### config.mk
export PLATFORM = sky130hd
export DESIGN_NAME = circular_list_with_cursor
export DESIGN_NICKNAME = d
export VERILOG_FILES = /design/src/rtl/cll_pkg.sv /design/src/rtl/cll_ram.sv /design/src/rtl/circular_list_with_cursor.sv
export SDC_FILE = /design/constraint.sdc
export NUM_CORES = 1
export LEC_CHECK = 0
export BUFFER_PORTS_ARGS = -buffer_cell sky130_fd_sc_hd__buf_4
export CORE_MARGIN = 3
export CORE_UTILIZATION = 62
export CTS_CLUSTER_DIAMETER = 30
export DETAILED_ROUTE_END_ITERATION = 8
export PLACE_DENSITY = 0.85
export SLEW_MARGIN = 25
export SYNTH_ARGS = -nofsm -noshare
export SYNTH_HDL_FRONTEND = slang
export SYNTH_SLANG_ARGS = --single-unit
### constraint.sdc
create_clock -name clk -period 7.3 [get_ports clk]
set_clock_uncertainty 0.1 [all_clocks]
set_input_delay 0 -clock clk [delete_from_list [all_inputs] [get_ports clk]]
set_output_delay 0 -clock clk [all_outputs]
set_load 0.005 [all_outputs]
### src/rtl/cll_pkg.sv
// ----------------------------------------------------------------------------
// cll_pkg
// Shared sizes, codes and helpers for the circular list with cursor.
// ----------------------------------------------------------------------------
package cll_pkg;

    localparam int CAPACITY      = 16;
    localparam int PAYLOAD_WIDTH = 32;

    localparam int IDX_W   = (CAPACITY > 1) ? $clog2(CAPACITY) : 1;
    localparam int CNT_W   = $clog2(CAPACITY + 1);
    localparam int CMD_W   = 3;
    localparam int WORD_W  = 32;
    localparam int COUNT_W = 5;
    localparam int STAT_W  = 2;

    typedef logic [PAYLOAD_WIDTH-1:0] word_t;
    typedef logic [IDX_W-1:0]         idx_t;
    typedef logic [CNT_W-1:0]         cnt_t;

    typedef enum logic [CMD_W-1:0] {
        CMD_INSERT = 3'd0,
        CMD_DELETE = 3'd1,
        CMD_FWD    = 3'd2,
        CMD_BACK   = 3'd3,
        CMD_READ   = 3'd4
    } cmd_t;

    typedef enum logic [STAT_W-1:0] {
        STAT_DONE  = 2'd0,
        STAT_EMPTY = 2'd1,
        STAT_FULL  = 2'd2
    } status_t;

    typedef enum logic [1:0] {
        S_IDLE,
        S_EXEC,
        S_INS2,
        S_FETCH
    } state_t;

    // Bus word to stored word: keep the low bits, zero fill above.
    function automatic word_t to_word(input logic [WORD_W-1:0] x);
        word_t w;
        w = '0;
        for (int i = 0; i < PAYLOAD_WIDTH && i < WORD_W; i++)
        begin
            w[i] = x[i];
        end
        return w;
    endfunction

    // Stored word to bus word.
    function automatic logic [WORD_W-1:0] to_bus(input word_t w);
        logic [WORD_W-1:0] x;
        x = '0;
        for (int i = 0; i < PAYLOAD_WIDTH && i < WORD_W; i++)
        begin
            x[i] = w[i];
        end
        return x;
    endfunction

    function automatic logic [COUNT_W-1:0] to_count(input cnt_t c);
        logic [COUNT_W-1:0] x;
        x = '0;
        for (int i = 0; i < CNT_W && i < COUNT_W; i++)
        begin
            x[i] = c[i];
        end
        return x;
    endfunction

endpackage

### src/rtl/cll_ram.sv
// ----------------------------------------------------------------------------
// cll_ram
// Generic single-write, single-read RAM with registered read data.
// ----------------------------------------------------------------------------
module cll_ram #(
    parameter int WIDTH = 32,
    parameter int DEPTH = 16
) (
    input  logic                                        clk,
    input  logic                                        we,
    input  logic [((DEPTH > 1) ? $clog2(DEPTH) : 1)-1:0] waddr,
    input  logic [WIDTH-1:0]                            wdata,
    input  logic [((DEPTH > 1) ? $clog2(DEPTH) : 1)-1:0] raddr,
    output logic [WIDTH-1:0]                            rdata
);

    logic [WIDTH-1:0] mem [DEPTH];

    always_ff @(posedge clk)
    begin
        if (we)
        begin
            mem[waddr] <= wdata;
        end
        rdata <= mem[raddr];
    end

endmodule

### src/rtl/circular_list_with_cursor.sv
// ----------------------------------------------------------------------------
// circular_list_with_cursor
// Bounded doubly linked ring of payload words with a cursor.
// ----------------------------------------------------------------------------
// Each command transfer yields exactly one result transfer. Step back, step
// forward and delete of a non-last entry go from S_EXEC on to S_FETCH, as
// insert into a ring that is neither empty nor full goes on to S_INS2; all
// other commands form their result in S_EXEC.
// The payload and link stores are RAMs with one write port and a registered
// read: the entry at the cursor is read in S_IDLE, S_EXEC writes links back,
// and then S_INS2 writes the second pair of links of an insert or S_FETCH
// takes the word at the new cursor. A new command is taken in the cycle after
// a result is formed, even while that result still waits in the output
// register; a result that cannot leave holds the sequence.
module circular_list_with_cursor (
    input  logic        clk,
    input  logic        rst_n,
    input  logic        s_tvalid,
    output logic        s_tready,
    input  logic [39:0] s_tdata,   // command[2:0], payload_in[34:3], zero fill
    output logic        m_tvalid,
    input  logic        m_tready,
    output logic [39:0] m_tdata    // payload_out[31:0], entry_count[36:32],
                                   // status[38:37], zero fill
);

    import cll_pkg::*;

    state_t             state_reg, state_next;
    idx_t               cur_reg, cur_next;
    cnt_t               occ_reg, occ_next;
    logic [CAPACITY-1:0] used_reg, used_next;
    logic [CMD_W-1:0]   cmd_reg, cmd_next;
    word_t              word_reg, word_next;
    idx_t               ins_succ_reg, ins_succ_next;
    idx_t               ins_pred_reg, ins_pred_next;

    logic               out_valid_reg, out_valid_next;
    logic [WORD_W-1:0]  out_payload_reg, out_payload_next;
    logic [COUNT_W-1:0] out_count_reg, out_count_next;
    status_t            out_status_reg, out_status_next;

    logic               fwd_we, back_we, pay_we;
    idx_t               fwd_waddr, back_waddr, pay_waddr, pay_raddr;
    idx_t               fwd_wdata, back_wdata;
    idx_t               fwd_rdata, back_rdata;
    word_t              pay_rdata;

    idx_t               free_slot;
    logic               out_free;
    logic               load_out;
    logic [WORD_W-1:0]  res_payload;
    status_t            res_status;

    cll_ram #(.WIDTH(PAYLOAD_WIDTH), .DEPTH(CAPACITY)) u_pay_ram (
        .clk   (clk),
        .we    (pay_we),
        .waddr (pay_waddr),
        .wdata (word_reg),
        .raddr (pay_raddr),
        .rdata (pay_rdata)
    );

    cll_ram #(.WIDTH(IDX_W), .DEPTH(CAPACITY)) u_fwd_ram (
        .clk   (clk),
        .we    (fwd_we),
        .waddr (fwd_waddr),
        .wdata (fwd_wdata),
        .raddr (cur_reg),
        .rdata (fwd_rdata)
    );

    cll_ram #(.WIDTH(IDX_W), .DEPTH(CAPACITY)) u_back_ram (
        .clk   (clk),
        .we    (back_we),
        .waddr (back_waddr),
        .wdata (back_wdata),
        .raddr (cur_reg),
        .rdata (back_rdata)
    );

    // Lowest-numbered free slot.
    always_comb
    begin
        free_slot = '0;
        for (int i = CAPACITY - 1; i >= 0; i--)
        begin
            if (!used_reg[i])
            begin
                free_slot = idx_t'(i);
            end
        end
    end

    assign out_free = !out_valid_reg || m_tready;
    assign s_tready = (state_reg == S_IDLE);
    assign m_tvalid = out_valid_reg;
    assign m_tdata  = {1'b0, out_status_reg, out_count_reg, out_payload_reg};

    always_comb
    begin
        state_next    = state_reg;
        cur_next      = cur_reg;
        occ_next      = occ_reg;
        used_next     = used_reg;
        cmd_next      = cmd_reg;
        word_next     = word_reg;
        ins_succ_next = ins_succ_reg;
        ins_pred_next = ins_pred_reg;

        fwd_we     = 1'b0;
        fwd_waddr  = cur_reg;
        fwd_wdata  = '0;
        back_we    = 1'b0;
        back_waddr = cur_reg;
        back_wdata = '0;
        pay_we     = 1'b0;
        pay_waddr  = free_slot;
        pay_raddr  = cur_reg;

        load_out    = 1'b0;
        res_payload = '0;
        res_status  = STAT_DONE;

        case (state_reg)
            S_IDLE:
            begin
                if (s_tvalid)
                begin
                    cmd_next   = s_tdata[2:0];
                    word_next  = to_word(s_tdata[34:3]);
                    state_next = S_EXEC;
                end
            end

            S_EXEC:
            begin
                if (cmd_reg == CMD_INSERT)
                begin
                    if (occ_reg == cnt_t'(CAPACITY))
                    begin
                        if (out_free)
                        begin
                            load_out    = 1'b1;
                            res_payload = to_bus(pay_rdata);
                            res_status  = STAT_FULL;
                            state_next  = S_IDLE;
                        end
                    end
                    else if (occ_reg == '0)
                    begin
                        if (out_free)
                        begin
                            // First entry links to itself.
                            fwd_we                = 1'b1;
                            fwd_waddr             = free_slot;
                            fwd_wdata             = free_slot;
                            back_we               = 1'b1;
                            back_waddr            = free_slot;
                            back_wdata            = free_slot;
                            pay_we                = 1'b1;
                            used_next[free_slot]  = 1'b1;
                            cur_next              = free_slot;
                            occ_next              = occ_reg + cnt_t'(1);
                            load_out              = 1'b1;
                            res_payload           = to_bus(word_reg);
                            state_next            = S_IDLE;
                        end
                    end
                    else
                    begin
                        // Splice in: cursor and old successor now, new slot next.
                        fwd_we               = 1'b1;
                        fwd_waddr            = cur_reg;
                        fwd_wdata            = free_slot;
                        back_we              = 1'b1;
                        back_waddr           = fwd_rdata;
                        back_wdata           = free_slot;
                        pay_we               = 1'b1;
                        used_next[free_slot] = 1'b1;
                        ins_succ_next        = fwd_rdata;
                        ins_pred_next        = cur_reg;
                        cur_next             = free_slot;
                        occ_next             = occ_reg + cnt_t'(1);
                        state_next           = S_INS2;
                    end
                end
                else if (occ_reg == '0)
                begin
                    if (out_free)
                    begin
                        load_out   = 1'b1;
                        res_status = STAT_EMPTY;
                        state_next = S_IDLE;
                    end
                end
                else
                begin
                    case (cmd_reg)
                        CMD_DELETE:
                        begin
                            if (occ_reg == cnt_t'(1))
                            begin
                                if (out_free)
                                begin
                                    used_next[cur_reg] = 1'b0;
                                    cur_next           = '0;
                                    occ_next           = '0;
                                    load_out           = 1'b1;
                                    state_next         = S_IDLE;
                                end
                            end
                            else
                            begin
                                // Unlink; fetch the successor's word.
                                fwd_we             = 1'b1;
                                fwd_waddr          = back_rdata;
                                fwd_wdata          = fwd_rdata;
                                back_we            = 1'b1;
                                back_waddr         = fwd_rdata;
                                back_wdata         = back_rdata;
                                used_next[cur_reg] = 1'b0;
                                cur_next           = fwd_rdata;
                                occ_next           = occ_reg - cnt_t'(1);
                                pay_raddr          = fwd_rdata;
                                state_next         = S_FETCH;
                            end
                        end
                        CMD_FWD:
                        begin
                            cur_next   = fwd_rdata;
                            pay_raddr  = fwd_rdata;
                            state_next = S_FETCH;
                        end
                        CMD_BACK:
                        begin
                            cur_next   = back_rdata;
                            pay_raddr  = back_rdata;
                            state_next = S_FETCH;
                        end
                        CMD_READ:
                        begin
                            if (out_free)
                            begin
                                cur_next    = fwd_rdata;
                                load_out    = 1'b1;
                                res_payload = to_bus(pay_rdata);
                                state_next  = S_IDLE;
                            end
                        end
                        default:
                        begin
                            if (out_free)
                            begin
                                load_out    = 1'b1;
                                res_payload = to_bus(pay_rdata);
                                state_next  = S_IDLE;
                            end
                        end
                    endcase
                end
            end

            S_INS2:
            begin
                if (out_free)
                begin
                    fwd_we      = 1'b1;
                    fwd_waddr   = cur_reg;
                    fwd_wdata   = ins_succ_reg;
                    back_we     = 1'b1;
                    back_waddr  = cur_reg;
                    back_wdata  = ins_pred_reg;
                    load_out    = 1'b1;
                    res_payload = to_bus(word_reg);
                    state_next  = S_IDLE;
                end
            end

            S_FETCH:
            begin
                if (out_free)
                begin
                    load_out    = 1'b1;
                    res_payload = to_bus(pay_rdata);
                    state_next  = S_IDLE;
                end
            end

            default:
            begin
                state_next = S_IDLE;
            end
        endcase

        // Output register: load a new result or drop the one taken.
        out_valid_next   = out_valid_reg && !m_tready;
        out_payload_next = out_payload_reg;
        out_count_next   = out_count_reg;
        out_status_next  = out_status_reg;
        if (load_out)
        begin
            out_valid_next   = 1'b1;
            out_payload_next = res_payload;
            out_count_next   = to_count(occ_next);
            out_status_next  = res_status;
        end
    end

    always_ff @(posedge clk or negedge rst_n)
    begin
        if (!rst_n)
        begin
            state_reg     <= S_IDLE;
            cur_reg       <= '0;
            occ_reg       <= '0;
            used_reg      <= '0;
            out_valid_reg <= 1'b0;
        end
        else
        begin
            state_reg     <= state_next;
            cur_reg       <= cur_next;
            occ_reg       <= occ_next;
            used_reg      <= used_next;
            out_valid_reg <= out_valid_next;
        end
    end

    always_ff @(posedge clk)
    begin
        cmd_reg         <= cmd_next;
        word_reg        <= word_next;
        ins_succ_reg    <= ins_succ_next;
        ins_pred_reg    <= ins_pred_next;
        out_payload_reg <= out_payload_next;
        out_count_reg   <= out_count_next;
        out_status_reg  <= out_status_next;
    end

endmodule
# Word-level counts from Yosys, hierarchy flattened
# Memories as Yosys holds them, arrays and structs flattened. A register that Yosys moved wholly into a read port is not among the register bits.
# Index checks and enable logic that the tools add are counted.
[word_totals] regBits=110 latchBits=0 ram_bits=640 mem_bits_ro=0 in_bits=44 output_inout_bits=42 wordCells=183 memories=3
[mem_list] name="u_pay_ram.mem" words=16 word_bits=32 read_ports=1 rd_clocked_by_memory_dff=1 write_ports=1 line="cll_ram.sv:17" rtl="logic [WIDTH-1:0] mem [DEPTH];"
[mem_list] name="u_back_ram.mem" words=16 word_bits=4 read_ports=1 rd_clocked_by_memory_dff=1 write_ports=1 line="cll_ram.sv:17"
[mem_list] name="u_fwd_ram.mem" words=16 word_bits=4 read_ports=1 rd_clocked_by_memory_dff=1 write_ports=1 line="cll_ram.sv:17"
[op_classes] addsub=2 mul=0 n_div=0 magnitude_cmp=4 n_eq_ne=16 shifts=0 mux=123 n_bitwise=5 reduce_logical=18
[ops] cell="32-bit 2-to-1 mux" n=7
[ops] cell="4-bit 2-to-1 mux" n=54
[ops] cell="16-bit 2-to-1 mux" n=8
[ops] cell="32-bit one-hot mux with 3 select lines" n=1
[ops] cell="5-bit 2-to-1 mux" n=9
[ops] cell="1-bit 2-to-1 mux" n=23
[ops] cell="2-bit 2-to-1 mux" n=10
[ops] cell="16-bit bitwise AND" n=1
[ops] cell="16-bit NOT" n=1
[ops] cell="16-bit bitwise OR" n=1
[ops] cell="4-bit one-hot mux with 2 select lines" n=2
[ops] cell="4-bit one-hot mux with 4 select lines" n=1
[ops] cell="4-bit one-hot mux with 3 select lines" n=1
[ops] cell="6-bit AND reduction" n=2
[ops] cell="4-bit by 5-bit < comparator with 1-bit output, second input constant" n=2
[ops] cell="3-bit inequality test, second input constant" n=3
[ops] cell="1-bit demux with 4-bit select" n=2
[ops] cell="4-bit by 1-bit greater-or-equal comparator with 1-bit output, second input constant" n=2
[ops] cell="3-bit by 2-bit equality test with 1-bit output, second input constant" n=2
[ops] cell="2-bit inequality test, second input constant" n=3
[ops] cell="1-bit one-hot mux with 2 select lines" n=3
[ops] cell="2-bit one-hot mux with 3 select lines" n=1
[ops] cell="5-bit by 1-bit adder with 5-bit output, second input constant" n=1
[ops] cell="5-bit by 1-bit equality test with 1-bit output, second input constant" n=1
[ops] cell="other kinds (21)" n=27

# Longest topological paths before layout
[logic_depth] word_depth=25 mapped_depth=14 ltp_nobuf=10

# By module
# A second synthesis with hierarchy kept.
[hier_totals] cells_unflattened=1630 area_unflattened_um2=30898.4
[by_module_without_submodules] module="cll_ram (u_pay_ram)" instances=1 cells_each=838 area_each_um2=19835.3 seq_area_each_um2=16015.4
[by_module_without_submodules] module="circular_list_with_cursor" instances=1 cells_each=532 area_each_um2=5730.5 seq_area_each_um2=3163.0
[by_module_without_submodules] module="cll_ram (u_back_ram ...)" instances=2 cells_each=130 area_each_um2=2666.3 seq_area_each_um2=2001.9

# Least setup slack after synthesis
# OpenSTA, ideal clock, no wires.
[synth_path] path_type="reg2reg" start="register cmd_reg[0]" end="memory u_pay_ram.mem[14][0], enable pin" setup_time_ns=0.502 t_arrival_ns=4.840 required_time_ns=6.698 slack_ns=1.858 path_stages_with_launch=8 period_less_slack_ns=5.442 cell_sequence="edfxtp_1 > clkbuf_1 > or2_2 > or2_2 > clkbuf_1 > nor2_1 > nand3_1 > nor4_1"
[synth_between] elab_chain_cells=5
[synth_rtl] element="from (decl)" line="circular_list_with_cursor.sv:33" rtl="logic [CMD_W-1:0] cmd_reg, cmd_next;"
[synth_rtl] element="from (signal assigned)" line="circular_list_with_cursor.sv:332" rtl="cmd_reg <= cmd_next;"
[synth_rtl] element="3-bit zero test" line="circular_list_with_cursor.sv:138" rtl="if (cmd_reg == CMD_INSERT)"
[synth_rtl] element="1-bit 2-to-1 mux" line="circular_list_with_cursor.sv:138"
[synth_rtl] element="1-bit 2-to-1 mux" line="circular_list_with_cursor.sv:125" rtl="case (state_reg)"
[synth_rtl] element="1-bit 2-to-1 mux" line="cll_ram.sv:21" rtl="if (we)"
[synth_rtl] element="1-bit 2-to-1 mux (not written as such)" line="cll_ram.sv:23" rtl="mem[waddr] <= wdata;"
[synth_rtl] element="to (decl)" line="cll_ram.sv:17"
# No other way between the ends.

# Worst setup path after layout
[layout_path] start="register state_reg[1]" end="register u_pay_ram.rdata[14] (read register of u_pay_ram.mem)"
[layout_between] elab_chain_cells=2
[layout_rtl] element="from (decl)" line="circular_list_with_cursor.sv:29" rtl="state_t state_reg, state_next;"
[layout_rtl] element="from (signal assigned)" line="circular_list_with_cursor.sv:322" rtl="state_reg <= state_next;"
[layout_rtl] element="2-bit by 1-bit equality test with 1-bit output" line="circular_list_with_cursor.sv:125"
[layout_rtl] element="4-bit 2-to-1 mux" line="circular_list_with_cursor.sv:125"
[layout_rtl] element="to (decl)" line="cll_ram.sv:14" rtl="output logic [WIDTH-1:0] rdata"
# No other way between the ends.
# A chain may end at the register's enable or synchronous reset.

==> key figures <==
Floorplanning
  – Die X-Extent: 232 um
  – Die height: 232 um
  – Core Area: 50400 um^2
  – Site Rows: 82
  – Die area: 54000 um^2
  – Io pins: 86
  – Initial core utilization: 63.1%

Logic synthesis
  – Yosys reg bits: 790
  – Ys Warns: 0
  – Seq/Total Area, Yosys: 72.9%
  – Largest area contributor in the netlist: edfxtp_1
  – Unique masters post-synth: 65
  – Synth Instances: 1927
  – Synthesized cell area: 31800 um^2
  – Ys async rst share: 3.54%
  – Syn Nets: 1979
  – Main synth FF type: edfxtp_1
  – Syn avg cell area: 16.5 um^2
  – Most area-consuming cells after synthesis: edfxtp_1 68%, mux2i_1 6.0%, mux2_2 4.3%
  – Share of the synthesized area in the top cell type: 68.2%
  – EDFF count, synth: 722

STA
  – Setup violators final: 0
  – Fin worst setup slack: 2.60 ns
  – Slew Viols, Final: 0
  – Worst-margin pin slew: 1.04 ns
  – RSZ-0062 raised after global routing: no
  – Max_slew headroom: 31.0%
  – Final hold vios: 0
  – Hold WS: 0.165 ns
  – Fin crit share: 64.4%
  – Maximum clock rate: 213 MHz
  – Minimum clock period: 4.70 ns
  – Setup TNS: 0 ns

GRT
  – Total GRT Usage: 30.3%
  – First-pass GRT wire length: 121000 um
  – Number of global-route vias before repair: 20000
  – Initial antenna violation count: 1
  – Largest net degree at the start of global routing: 193
  – Global route overflow: 0

Final layout
  – Commonest cells after routing, fill and taps aside: 722 x edfxtp_1, 192 x mux2i_1, 135 x clkbuf_16
  – Utilization after layout: 76.1%
  – Multi-input gate area: 8080 um^2
  – Biggest regs: u_pay_ram.mem: 512 flops, u_back_ram.mem: 64 flops, u_fwd_ram.mem: 64 flops
  – Commonest non-fill, non-tap cell in the layout: edfxtp_1
  – Share of cells above drive strength 1: 23.9%
  – Biggest register: u_pay_ram.mem
  – Synth-to-Final Area Change: 20.5%
  – Non-Filler Instances: 2924
  – Nets: 2195
  – Register area: 23200 um^2
  – Number of flip-flops in the largest register: 512
  – Filler cells: 2618

Clock tree
  – Clock slew seen by the registers of the worst setup and hold paths: 0.06 ns
  – Post-CTS Setup Bufs: 0
  – H-tree levels: 4
  – Cts bufs inserted: 130
  – Clock tree buffer depth: 3
  – CTS tree: yes
  – Worst-Skew Late Latency: 0.71 ns
  – Post-cts resize count: 0
  – Clock root cell: clkbuf_16
  – Clock sink count: 790
  – Hold Buf Count CTS: 75

Place
  – Port bufs: 79
  – Placer congestion estimate: 0.901
  – Dpl cells: 2608
  – Hpwl dp: 37900 um
  – Post-Place Setup Slack: 2.82 ns

Run status
  – Status: finished, final reports clean

Drt
  – Drt first pass iters: 6
  – WL final: 80400 um
  – Drt drc: 0
  – Via-per-instance ratio: 6.56
  – WL per Instance: 27.5 um
  – Post-route ant nets: 0
  – Via count: 19200
  – DRT iter0 DRCs: 2552

Critical path
  – Reg2reg start: state_reg[1]$_DFFE_PN0P_
  – Worst r2r path cells: 10
  – Critical path endpoint: u_pay_ram.rdata[14]$_DFF_P_
  – Startpoint Class: flop
  – Arrival time at the worst endpoint: 5.19 ns
  – Crit path kind: flop to flop
  – Crit. Startpoint: state_reg[1]$_DFFE_PN0P_
  – R2r setup slk: 2.60 ns
  – Worst-path fanout max: 52
  – Crit path required time: 7.79 ns
  – Worst Setup End Kind: flop
  – Reg-to-reg endpoint: u_pay_ram.rdata[14]$_DFF_P_

Run
  – Max cap viols: 0

Pwr
  – Lkg Pwr: 13.6 nW
  – Cell Pwr Density: 432 nW/um^2
  – Max rail drop VDD: 452 uV

Hold path
  – Hold Path Class: input pin to flop
-- final cells by class --
type,instances,share of cell area [%]
tap,672,2.19
clock inverter,81,2.55
clock buffer,159,9.18
timing repair buffer,191,4.36
multi-input combinational,1017,21.1
inverter,13,0.127
antenna,1,0.00653
sequential,790,60.5
-- power by group --
group          switching (mW)  internal (mW)  total (mW)
clock network            2.25           4.01        6.26
logic                    2.62           1.82        4.44
registers               0.383           5.46        5.85
-- through the flow --
stage	area [um^2]	power [mW]
global placement	33000	9.89
detailed placement	33000	10.1
global route	38300	17.1
finish	38300	16.5
CTS	38300	16.4
floorplan	31800	9.03
-- layer usage --
metal / track usage (%) / routed length, um / up-vias
met5: 0 / 0 / -
met4: 15.5 / 3710 / 0
met3: 7.58 / 8180 / 271
met2: 48.5 / 39300 / 1375
met1: 38.9 / 29200 / 9502
li1: - / - / 8022
-- Yosys cell counts, drive strengths merged (39+ instances only) --
master / number
nor2: 115
buf: 61
nand2: 130
mux2i: 192
edfxtp: 722
mux4: 40
dfxtp: 40
o21ai: 133
o22ai: 39
mux2: 128
a22oi: 39
clkbuf: 46
-- kinds of logic after synthesis --
group           share of synthesized area [%]
flops                                    72.9
mux                                      13.4
simple gates                             4.60
compound gates                           6.44
buf+inv                                  2.25
fa+ha+maj                               0.315
xor+xnor                               0.0551
other cells                            0.0118
-- worst min-delay path by stage --
| stage | from | end | slack, ns | cells after the start |
|---|---|---|---|---|
| detailed placement | rst_n | occ_reg[0]$_DFF_PN0_ | -0.15 | 1 |
| finish | s_tvalid | cmd_reg[1]$_DFFE_PP_ | 0.17 | 3 |
| floorplan | rst_n | cur_reg[0]$_DFFE_PN0P_ | -0.40 | 0 |
| global placement | rst_n | occ_reg[0]$_DFF_PN0_ | -0.16 | 1 |
| global route | s_tvalid | cmd_reg[1]$_DFFE_PP_ | 0.13 | 3 |
| CTS | s_tvalid | cmd_reg[2]$_DFFE_PP_ | 0.11 | 3 |
-- critical path: stages (launching register included) --
cell and delay [ns]:
dfrtp_1 0.40, inv_1 0.11, ha_1 0.73, nand2b_1 0.26, nor2_1 0.41, a22o_4 0.80
buf_4 0.64, mux2_2 0.41, nand2_1 0.06, o21ai_0 0.15, a221o_1 0.44
Note: power is estimated with default switching activity, not from simulation.
